**config.mk**
```make
export PLATFORM = sky130hd
export DESIGN_NAME = sm4_key_sched
export DESIGN_NICKNAME = d
export VERILOG_FILES = /design/src/rtl/core/sm4_pkg.sv /design/src/rtl/core/sm4_key_sched.sv
export SDC_FILE = /design/constraint.sdc
export NUM_CORES = 2
export LEC_CHECK = 0
export BUFFER_PORTS_ARGS = -buffer_cell sky130_fd_sc_hd__buf_2
export CAP_MARGIN = 10
export CORE_AREA = 2 2 445 447
export DETAILED_ROUTE_END_ITERATION = 10
export DIE_AREA = 0 0 447 449
export GPL_ROUTABILITY_DRIVEN = 1
export GPL_TIMING_DRIVEN = 0
export PLACE_DENSITY = 0.52
export SYNTH_ARGS = -nofsm -noshare
export SYNTH_HDL_FRONTEND = slang
export SYNTH_SLANG_ARGS = --single-unit
```
**constraint.sdc**
```tcl
create_clock -name clk_i -period 5.4 [get_ports clk_i]
set_clock_uncertainty 0.1 [all_clocks]
set_input_delay 0.54 -clock clk_i [delete_from_list [all_inputs] [get_ports clk_i]]
set_output_delay 0.54 -clock clk_i [all_outputs]
set_load 0.01 [all_outputs]
```
**src/rtl/core/sm4_pkg.sv**
```systemverilog
// SM4 package: payload types, S-box, key constants and round functions.
`default_nettype none
package sm4_pkg;

  localparam int unsigned NumRounds = 32;
  localparam int unsigned RoundIdxW = 5;

  typedef enum logic [2:0] {
    CfgKey0    = 3'd0,
    CfgKey1    = 3'd1,
    CfgKey2    = 3'd2,
    CfgKey3    = 3'd3,
    CfgEncrypt = 3'd4
  } cfg_idx_e;

  typedef struct packed {
    logic [31:0] in_word0;
    logic [31:0] in_word1;
    logic [31:0] in_word2;
    logic [31:0] in_word3;
    logic        last_block;
  } in_item_t;

  typedef struct packed {
    logic [31:0] out_word0;
    logic [31:0] out_word1;
    logic [31:0] out_word2;
    logic [31:0] out_word3;
    logic        last_out;
  } out_item_t;

  typedef struct packed {
    logic [31:0] x0;
    logic [31:0] x1;
    logic [31:0] x2;
    logic [31:0] x3;
    logic        last;
  } round_state_t;

  localparam logic [7:0] SBOX [256] = '{
    8'hd6,8'h90,8'he9,8'hfe,8'hcc,8'he1,8'h3d,8'hb7,8'h16,8'hb6,8'h14,8'hc2,8'h28,8'hfb,8'h2c,8'h05,
    8'h2b,8'h67,8'h9a,8'h76,8'h2a,8'hbe,8'h04,8'hc3,8'haa,8'h44,8'h13,8'h26,8'h49,8'h86,8'h06,8'h99,
    8'h9c,8'h42,8'h50,8'hf4,8'h91,8'hef,8'h98,8'h7a,8'h33,8'h54,8'h0b,8'h43,8'hed,8'hcf,8'hac,8'h62,
    8'he4,8'hb3,8'h1c,8'ha9,8'hc9,8'h08,8'he8,8'h95,8'h80,8'hdf,8'h94,8'hfa,8'h75,8'h8f,8'h3f,8'ha6,
    8'h47,8'h07,8'ha7,8'hfc,8'hf3,8'h73,8'h17,8'hba,8'h83,8'h59,8'h3c,8'h19,8'he6,8'h85,8'h4f,8'ha8,
    8'h68,8'h6b,8'h81,8'hb2,8'h71,8'h64,8'hda,8'h8b,8'hf8,8'heb,8'h0f,8'h4b,8'h70,8'h56,8'h9d,8'h35,
    8'h1e,8'h24,8'h0e,8'h5e,8'h63,8'h58,8'hd1,8'ha2,8'h25,8'h22,8'h7c,8'h3b,8'h01,8'h21,8'h78,8'h87,
    8'hd4,8'h00,8'h46,8'h57,8'h9f,8'hd3,8'h27,8'h52,8'h4c,8'h36,8'h02,8'he7,8'ha0,8'hc4,8'hc8,8'h9e,
    8'hea,8'hbf,8'h8a,8'hd2,8'h40,8'hc7,8'h38,8'hb5,8'ha3,8'hf7,8'hf2,8'hce,8'hf9,8'h61,8'h15,8'ha1,
    8'he0,8'hae,8'h5d,8'ha4,8'h9b,8'h34,8'h1a,8'h55,8'had,8'h93,8'h32,8'h30,8'hf5,8'h8c,8'hb1,8'he3,
    8'h1d,8'hf6,8'he2,8'h2e,8'h82,8'h66,8'hca,8'h60,8'hc0,8'h29,8'h23,8'hab,8'h0d,8'h53,8'h4e,8'h6f,
    8'hd5,8'hdb,8'h37,8'h45,8'hde,8'hfd,8'h8e,8'h2f,8'h03,8'hff,8'h6a,8'h72,8'h6d,8'h6c,8'h5b,8'h51,
    8'h8d,8'h1b,8'haf,8'h92,8'hbb,8'hdd,8'hbc,8'h7f,8'h11,8'hd9,8'h5c,8'h41,8'h1f,8'h10,8'h5a,8'hd8,
    8'h0a,8'hc1,8'h31,8'h88,8'ha5,8'hcd,8'h7b,8'hbd,8'h2d,8'h74,8'hd0,8'h12,8'hb8,8'he5,8'hb4,8'hb0,
    8'h89,8'h69,8'h97,8'h4a,8'h0c,8'h96,8'h77,8'h7e,8'h65,8'hb9,8'hf1,8'h09,8'hc5,8'h6e,8'hc6,8'h84,
    8'h18,8'hf0,8'h7d,8'hec,8'h3a,8'hdc,8'h4d,8'h20,8'h79,8'hee,8'h5f,8'h3e,8'hd7,8'hcb,8'h39,8'h48
  };

  localparam logic [31:0] FK0 = 32'ha3b1bac6;
  localparam logic [31:0] FK1 = 32'h56aa3350;
  localparam logic [31:0] FK2 = 32'h677d9197;
  localparam logic [31:0] FK3 = 32'hb27022dc;

  function automatic logic [31:0] rol(input logic [31:0] x, input int unsigned n);
    rol = (x << n) | (x >> (32 - n));
  endfunction

  function automatic logic [31:0] tau(input logic [31:0] a);
    tau = {SBOX[a[31:24]], SBOX[a[23:16]], SBOX[a[15:8]], SBOX[a[7:0]]};
  endfunction

  function automatic logic [31:0] t_data(input logic [31:0] a);
    logic [31:0] b;
    b = tau(a);
    t_data = b ^ rol(b, 2) ^ rol(b, 10) ^ rol(b, 18) ^ rol(b, 24);
  endfunction

  function automatic logic [31:0] t_key(input logic [31:0] a);
    logic [31:0] b;
    b = tau(a);
    t_key = b ^ rol(b, 13) ^ rol(b, 23);
  endfunction

  // byte j of CK(i) is (4i + j) * 7 mod 256
  function automatic logic [31:0] ck_word(input logic [RoundIdxW-1:0] i);
    logic [7:0] base;
    base = {1'b0, i, 2'b00};
    ck_word = {8'(base * 8'd7), 8'((base + 8'd1) * 8'd7),
               8'((base + 8'd2) * 8'd7), 8'((base + 8'd3) * 8'd7)};
  endfunction

endpackage
`default_nettype wire

```
**src/rtl/core/sm4_key_sched.sv**
```systemverilog
// SM4 key schedule: recomputes the 32 round keys one per cycle after reset and after a key write.
`default_nettype none
module sm4_key_sched import sm4_pkg::*; (
  input  wire logic        clk_i,
  input  wire logic        rst_ni,
  input  wire logic        start_i,
  input  wire logic [31:0] key0_i,
  input  wire logic [31:0] key1_i,
  input  wire logic [31:0] key2_i,
  input  wire logic [31:0] key3_i,
  output logic             busy_o,
  output logic [31:0]      rk_o [NumRounds]
);

  logic [31:0]          k_q [4];
  logic [31:0]          k_new;
  logic [RoundIdxW-1:0] idx_q;
  logic                 busy_q;
  logic [31:0]          rk_q [NumRounds];

  assign k_new = k_q[0] ^ t_key(k_q[1] ^ k_q[2] ^ k_q[3] ^ ck_word(idx_q));

  always_ff @(posedge clk_i or negedge rst_ni) begin
    if (!rst_ni) begin
      busy_q <= 1'b1;
      idx_q  <= '0;
      k_q[0] <= FK0;
      k_q[1] <= FK1;
      k_q[2] <= FK2;
      k_q[3] <= FK3;
    end else if (start_i) begin
      busy_q <= 1'b1;
      idx_q  <= '0;
      k_q[0] <= key0_i ^ FK0;
      k_q[1] <= key1_i ^ FK1;
      k_q[2] <= key2_i ^ FK2;
      k_q[3] <= key3_i ^ FK3;
    end else if (busy_q) begin
      k_q[0] <= k_q[1];
      k_q[1] <= k_q[2];
      k_q[2] <= k_q[3];
      k_q[3] <= k_new;
      idx_q  <= idx_q + 1'b1;
      if (idx_q == RoundIdxW'(NumRounds - 1)) busy_q <= 1'b0;
    end
  end

  always_ff @(posedge clk_i) begin
    if (busy_q && !start_i) rk_q[idx_q] <= k_new;
  end

  assign busy_o = busy_q;
  assign rk_o   = rk_q;

endmodule
`default_nettype wire

```
==> Yosys cells after proc, flatten, opt, wreduce, memory -nomap -nowiden <==
Memory sizes are Yosys's and may differ from the RTL's.
Cells that the tools add are included.
{ "totals": {"reg_bits": 1158, "romBits": 8192, "in_bits": 131, "output_inout_bits": 1025, "memories": 4} }
{ "classes": {"n_addsub": 4, "n_mul": 4, "n_lt_le_gt_ge": 6, "eq_ne": 1, "n_mux": 18, "bitwise_logic": 17, "reduce_logical": 4} }
{ "memory_table": {"columns": ["memory", "words", "width", "read_ports", "rd_clocked_by_memory_dff", "wr", "line_no", "rtl"], "rows": [
  ["(name not given)", 256, 8, 1, 0, 0, "sm4_pkg.sv:69", "tau = {SBOX[a[31:24]], SBOX[a[23:16]], SBOX[a[15:8]], SBOX[a[7:0]]};"],
  ["(name not given)", 256, 8, 1, 0, 0, "sm4_pkg.sv:69", null],
  ["(name not given)", 256, 8, 1, 0, 0, "sm4_pkg.sv:69", null],
  ["(name not given)", 256, 8, 1, 0, 0, "sm4_pkg.sv:69", null]
]} }
{ "op_table": {"columns": ["operator", "count"], "rows": [
  ["bitwise mux 1024 bit", 1],
  ["2-to-1 mux 128 bit", 2],
  ["bitwise XOR 32 bit", 6],
  ["demux 32 bit (select 5 bit)", 1],
  ["2-to-1 mux 8 bit", 8],
  [">= comparator 9 bit, second input constant", 4],
  ["inverter 8 -> 9 bit", 4],
  ["2-to-1 mux 32 bit", 1],
  ["OR 32 x 13 -> 32 bit", 1],
  ["OR 32 x 23 -> 32 bit", 1],
  ["inverter 14 bit", 2],
  ["multiplier 8 x 3 -> 8 bit, second input constant", 3],
  ["inverter 19 bit", 1],
  ["inverter 17 bit", 1],
  ["adder 7 x 2 -> 8 bit, second input constant", 2],
  ["2-to-1 mux 5 bit", 2],
  ["adder 7 x 1 -> 8 bit, second input constant", 1],
  [">= comparator 6 bit, second input constant", 1],
  ["less-than comparator 6 x 1 -> 1 bit, second input constant", 1],
  ["multiplier 5 x 3 -> 6 bit, second input constant", 1],
  ["inverter 5 -> 6 bit", 1],
  ["adder 5 x 1 -> 5 bit, second input constant", 1],
  ["== test 5 bit, second input constant", 1],
  ["2-to-1 mux 1 bit", 3],
  ["other kinds (3)", 4]
]} }

==> Logic depth before layout (Yosys ltp) <==
{ "depth": {"word_depth": 13, "ltp_mapped": 18, "mapped_depth_nobuf": 15} }

==> Worst setup path after synthesis <==
OpenSTA, ideal clock, no wires.
{ "synth_path": {"path_type": "reg2reg", "start": "reg idx_q[1]", "end": "reg rk_q (netlist bit rk_o[1008]) (data pin)", "setup_time_ps": 395, "arrival_time_ps": 5077, "path_slack_ps": -172, "stages_incl_launch_ff": 15, "synth_period_minus_slack_ps": 5572, "path_cell_list": "dfrtp_1 > fa_1 > nand2_1 > fa_1 > xor2_1 > xor2_1 > clkbuf_1 > clkbuf_1 > o311ai_0 > o2111ai_1 > nand3_1 > a32oi_1 > xnor2_1 > xnor2_1 > xnor2_1"} }
{ "synth_between": {"elab_chain_len": 12} }
{ "synth_lines": {"columns": ["element", "line_no", "rtl"], "rows": [
  ["start: declaration", "sm4_key_sched.sv:17", "logic [RoundIdxW-1:0] idx_q;"],
  ["start signal: assignment", "sm4_key_sched.sv:43", "idx_q <= idx_q + 1'b1;"],
  ["adder 7 x 2 -> 8 bit", "sm4_pkg.sv:89", "8'((base + 8'd2) * 8'd7), 8'((base + 8'd3) * 8'd7)};"],
  ["multiplier 8 x 3 -> 8 bit", "sm4_pkg.sv:89", null],
  ["bitwise XOR 32 bit (*)", "sm4_key_sched.sv:21", "assign k_new = k_q[0] ^ t_key(k_q[1] ^ k_q[2] ^ k_q[3] ^ ck_word(idx_q));"],
  ["inverter 8 -> 9 bit (implied by the code)", "sm4_pkg.sv:69", null],
  ["memory (256 x 8 bit)", null, null],
  ["2-to-1 mux 8 bit (implied by the code) (2 in a row)", "sm4_pkg.sv:69", null],
  ["OR 32 x 13 -> 32 bit", "sm4_pkg.sv:65", "rol = (x << n) | (x >> (32 - n));"],
  ["bitwise XOR 32 bit", "sm4_pkg.sv:81", "t_key = b ^ rol(b, 13) ^ rol(b, 23);"],
  ["bitwise XOR 32 bit (*)", "sm4_pkg.sv:81", null],
  ["bitwise XOR 32 bit (*)", "sm4_key_sched.sv:21", null],
  ["net k_new[16]", "sm4_key_sched.sv:16", "logic [31:0] k_new;"],
  ["bitwise mux 1024 bit (*)", "sm4_key_sched.sv:49", "if (busy_q && !start_i) rk_q[idx_q] <= k_new;"],
  ["end signal: indexed assignment", "sm4_key_sched.sv:49", null],
  ["end: declaration", "sm4_key_sched.sv:19", "logic [31:0] rk_q [NumRounds];"]
]} }
Mark *: on every way through the listed nets, which the timed path passes. The rest lies on a longest branch. The select of a mux whose other input is x is not followed.
A chain may end at the register's enable or synchronous reset.

==> Worst setup path in the final report <==
{ "layout_path": {"start": "reg k_q[33] (netlist name)", "end": "reg rk_q (netlist bit rk_o[275]) (data pin)"} }
{ "layout_between": {"elab_chain_len": 12} }
{ "layout_lines": {"columns": ["element", "line_no", "rtl"], "rows": [
  ["start: declaration", "sm4_key_sched.sv:15", "logic [31:0] k_q [4];"],
  ["bitwise XOR 32 bit (3 in a row)", "sm4_key_sched.sv:21", null],
  ["inverter 8 -> 9 bit (implied by the code)", "sm4_pkg.sv:69", null],
  ["memory (256 x 8 bit)", null, null],
  ["2-to-1 mux 8 bit (implied by the code) (2 in a row)", "sm4_pkg.sv:69", null],
  ["OR 32 x 13 -> 32 bit", "sm4_pkg.sv:65", null],
  ["bitwise XOR 32 bit (2 in a row)", "sm4_pkg.sv:81", null],
  ["bitwise XOR 32 bit", "sm4_key_sched.sv:21", null],
  ["net k_new[19]", "sm4_key_sched.sv:16", null],
  ["bitwise mux 1024 bit", "sm4_key_sched.sv:49", null]
]} }
The timed path passes the listed nets, and every way through them passes these cells. The select of a mux whose other input is x is not followed.

==> flow_metrics.env <==
export IMPL_syn_nets=4283
export IMPL_dr_pass1_iters=6
export IMPL_netlist_instances=4097
export IMPL_via_per_inst=5.69
export IMPL_async_flop_share_pct=11.6
export IMPL_cp_start_kind="flop"
export IMPL_port_buffers=1154
export IMPL_synth_top_area_cell="edfxtp_1"
export IMPL_outcome="finished with violations"
export IMPL_avgRoutedWirePerCell_um=39.0
export IMPL_rr_worst_depth=17
export IMPL_slowest_stage="a222oi_1"
export IMPL_fin_crit_sh_pct=101
export IMPL_clk_pin_slew_ps=60
export IMPL_crit_path_frequent_cell="buf_8"
export IMPL_syn_area_um2=52100
export IMPL_hold_path_class="in -> reg"
export IMPL_max_freq_ghz=0.183
export IMPL_path_cells="xnor3_1 -> clkbuf_2 -> clkbuf_4 -> buf_4 -> ha_4 -> and2_1 -> o21a_1 -> a31oi_1 -> a222oi_1 -> a211oi_2 -> nor4_4 -> buf_12 -> xnor2_1 -> xnor2_2 -> buf_8 -> buf_8 -> buf_6"
export IMPL_critPathMaxFanout=15
export IMPL_die_height_um=449
export IMPL_min_period_ps=5480
export IMPL_gr_total_overflow=0
export IMPL_hold_slack_ps=24.8
export IMPL_nets=5929
export IMPL_ant_nets=0
export IMPL_areaGrowthSynthToFinish_pct=40.3
export IMPL_gp_congestion=0.966
export IMPL_worst_setup_path_type="reg -> reg"
export IMPL_remaining_drc_errors=0
export IMPL_violations="setup timing"
export IMPL_grt_max_degree=82
export IMPL_cp_end_kind="flop"
export IMPL_vias=48312
export IMPL_tritoncts="built"
export IMPL_clock_latency_ps=780
export IMPL_synth_edf_count=1024
export IMPL_grt_antenna_before_repair=53
export IMPL_yosysSeqAreaShare_pct=65.6
export IMPL_die_w_um=447
export IMPL_initial_core_util_pct=26.6
export IMPL_drv_cap=0
export IMPL_num_rows=163
export IMPL_drt_iter0_markers=5773
export IMPL_worstPathRequired_ps=5880
export IMPL_io_pins=1156
export IMPL_grt_use_total_pct=31.7
export IMPL_hpwl_mm=247
export IMPL_syn_area_per_cell_um2=12.7
export IMPL_synth_ff_type="edfxtp_1"
export IMPL_die_area_um2=201000
export IMPL_slew_violations=0
export IMPL_min_delay_path_depth=2
export IMPL_n_fill_cell=19374
export IMPL_numCtsBuffers=118
export IMPL_worst_slew_pin_slew_ps=1340
export IMPL_synth_top_cell_area_share_pct=59.0
export IMPL_cts_buffer_depth=3
export IMPL_wl_mm=331
export IMPL_hold_viol_final=0
export IMPL_h_tree_depth=3
export IMPL_cp_slowest_stage_delay_ps=790
export IMPL_grt_pass1_wl_mm=434
export IMPL_grt_pass1_vias=45817
export IMPL_critPathArrivalTime_ps=5950
export IMPL_final_layout_size_suffix_gt1_share_pct=38.4
export IMPL_synthTopCellsByArea="edfxtp_1, dfrtp_1, dfstp_2"
export IMPL_setup_violations=110
export IMPL_core_area_um2=196000
export IMPL_slew_headroom_pct=10.1
export IMPL_synth_distinct_cells=95
export IMPL_ys_seq_elements=1158
export IMPL_ys_warn_count=0
export IMPL_rsz0062_at_grt="true"
export IMPL_cts_root_buf="clkbuf_16"
export IMPL_cts_sinks=1158
export IMPL_fin_ws_ps=-75.8
## per-layer routing
| layer | share of wire [%] | up-vias | wire length (um) | track usage [%] |
|---|---|---|---|---|
| li1 | - | 19157 | - | - |
| met1 | 37 | 24837 | 123000 | 38.3 |
| met2 | 47 | 3322 | 154000 | 51.4 |
| met3 | 8.4 | 984 | 27900 | 6.64 |
| met4 | 7.7 | 12 | 25400 | 19.9 |
| met5 | 0.023 | - | 77 | 0 |
## cells in the mapped netlist (11+ instances only)
master and count:
edfxtp_1 1024, nand2_1 372, nor2_1 309, a21oi_1 305
o21ai_0 261, clkbuf_1 188, xnor2_1 134, a211oi_1 98
nor3_1 94, nand3_1 81, buf_2 74, dfrtp_1 69
dfstp_2 65, mux2i_1 63, a31oi_1 57, nor2b_1 51
o211ai_1 51, ha_1 48, xor2_1 48, a221oi_1 41
buf_1 35, o22ai_1 34, o221ai_1 32, nor4_1 31
o311ai_0 30, a311oi_1 29, inv_1 26, o2111ai_1 26
and3_1 23, nand4_1 23, a21o_1 22, o31ai_1 22
a22oi_1 21, a32oi_1 19, a221o_1 18, a22o_1 17
a211o_1 14, nand2b_1 14, a2111oi_0 13, o32ai_1 13
xnor3_1 11
## worst paths after layout
kind | start | to | slack [ps]
hold / removal | key3_i[23] | k_q[23] | 20
setup / recovery | k_q[33] | rk_o[275] | -80
max in group asynchronous | rst_ni | k_q[81] | 3990
setup reg to reg | k_q[33] | rk_o[275] | -80
hold reg to reg | k_q[28] | k_q[28] | 480
min in group asynchronous | rst_ni | k_q[59] | 270
## layout by cell type (no fill, tap or decap), types with 31 or more instances in the layout
master / instances
buf_2: 1216
edfxtp_1: 1024
nand2_1: 351
a21oi_1: 293
o21ai_0: 250
nor2_1: 249
buf_4: 153
clkbuf_16: 121
dlygate4sd3_1: 110
a211oi_1: 89
clkbuf_1: 83
nor3_1: 81
nand3_1: 78
buf_12: 66
xnor2_1: 65
dfstp_2: 65
dfrtp_1: 65
mux2i_1: 62
clkbuf_4: 54
a31oi_1: 53
buf_8: 52
o211ai_1: 51
nor2b_1: 51
clkbuf_2: 47
nor2_4: 45
xnor2_2: 37
xnor2_4: 36
ha_1: 34
a221oi_1: 33
buf_6: 32
o22ai_1: 32
o221ai_1: 31
## flip-flops by register name, indices dropped and copies added, names as in the netlist
signal and flops:
k_q 128, busy_o 1, idx_q 5, rk_o 1024
## final cells by class
| type | count | area, um^2 | share of cell area, % |
|---|---|---|---|
| diodes | 8 | 20.0 | 0.0274 |
| plain buffers | 295 | 1810 | 2.48 |
| clock buffers | 148 | 3160 | 4.32 |
| clock inverters | 69 | 639 | 0.874 |
| inverters | 34 | 148 | 0.202 |
| multi-input cells | 2602 | 19400 | 26.5 |
| flip-flops and latches | 1158 | 34200 | 46.7 |
| well taps | 2640 | 3300 | 4.52 |
| repair buffers | 1534 | 10500 | 14.4 |
## worst max-delay path, delay by kind of cell, from the launching register on
kind / cells / cell delay, ps
DFF: 1 / 550
buffers and inverters: 7 / 1670
AOI/OAI and AO/OA: 4 / 1190
adders and majority gates: 1 / 410
xor gates and xnor gates: 3 / 830
and+or+nand+nor: 2 / 460
## repair_timing
action / in CTS / in global routing
endpoints found under the setup margin: 1056 / 808
pin swaps: 67 / 38
setup buffers: 106 / 36
gates cloned: 2 / 0
hold endpoints to repair: 161 / 0
hold buffers: 110 / 0
gates resized for setup: 516 / 196
## logic make-up after synthesis
| family | count (synthesis) | share of synthesized area, % |
|---|---|---|
| xor gates and xnor gates | 211 | 4.28 |
| adders and majority gates | 55 | 1.42 |
| muxes | 65 | 1.27 |
| buffers and inverters | 339 | 2.68 |
| DFF | 1158 | 65.6 |
| AOI/OAI and AO/OA | 1228 | 15.8 |
| and+or+nand+nor | 1041 | 8.94 |
## metrics by stage
step           setup slack [ps]  std cells  instance area [um^2]   TNS, ps  util, %
6_report                  -75.8       8488                 73200     -2950     37.3
5_1_grt                   -75.6       8486                 73200     -2470     37.3
4_1_cts                   -37.6       8447                 72100      -348     36.8
3_5_place_dp              -2740       8021                 64000  -2263510     32.6
3_3_place_gp              -7500       7891                 61200  -7022300     31.2
2_1_floorplan              18.3       4097                 52200         0        -
Power is not shown: default switching activity piles up to over one toggle a cycle in this logic, so the estimate is an artifact.
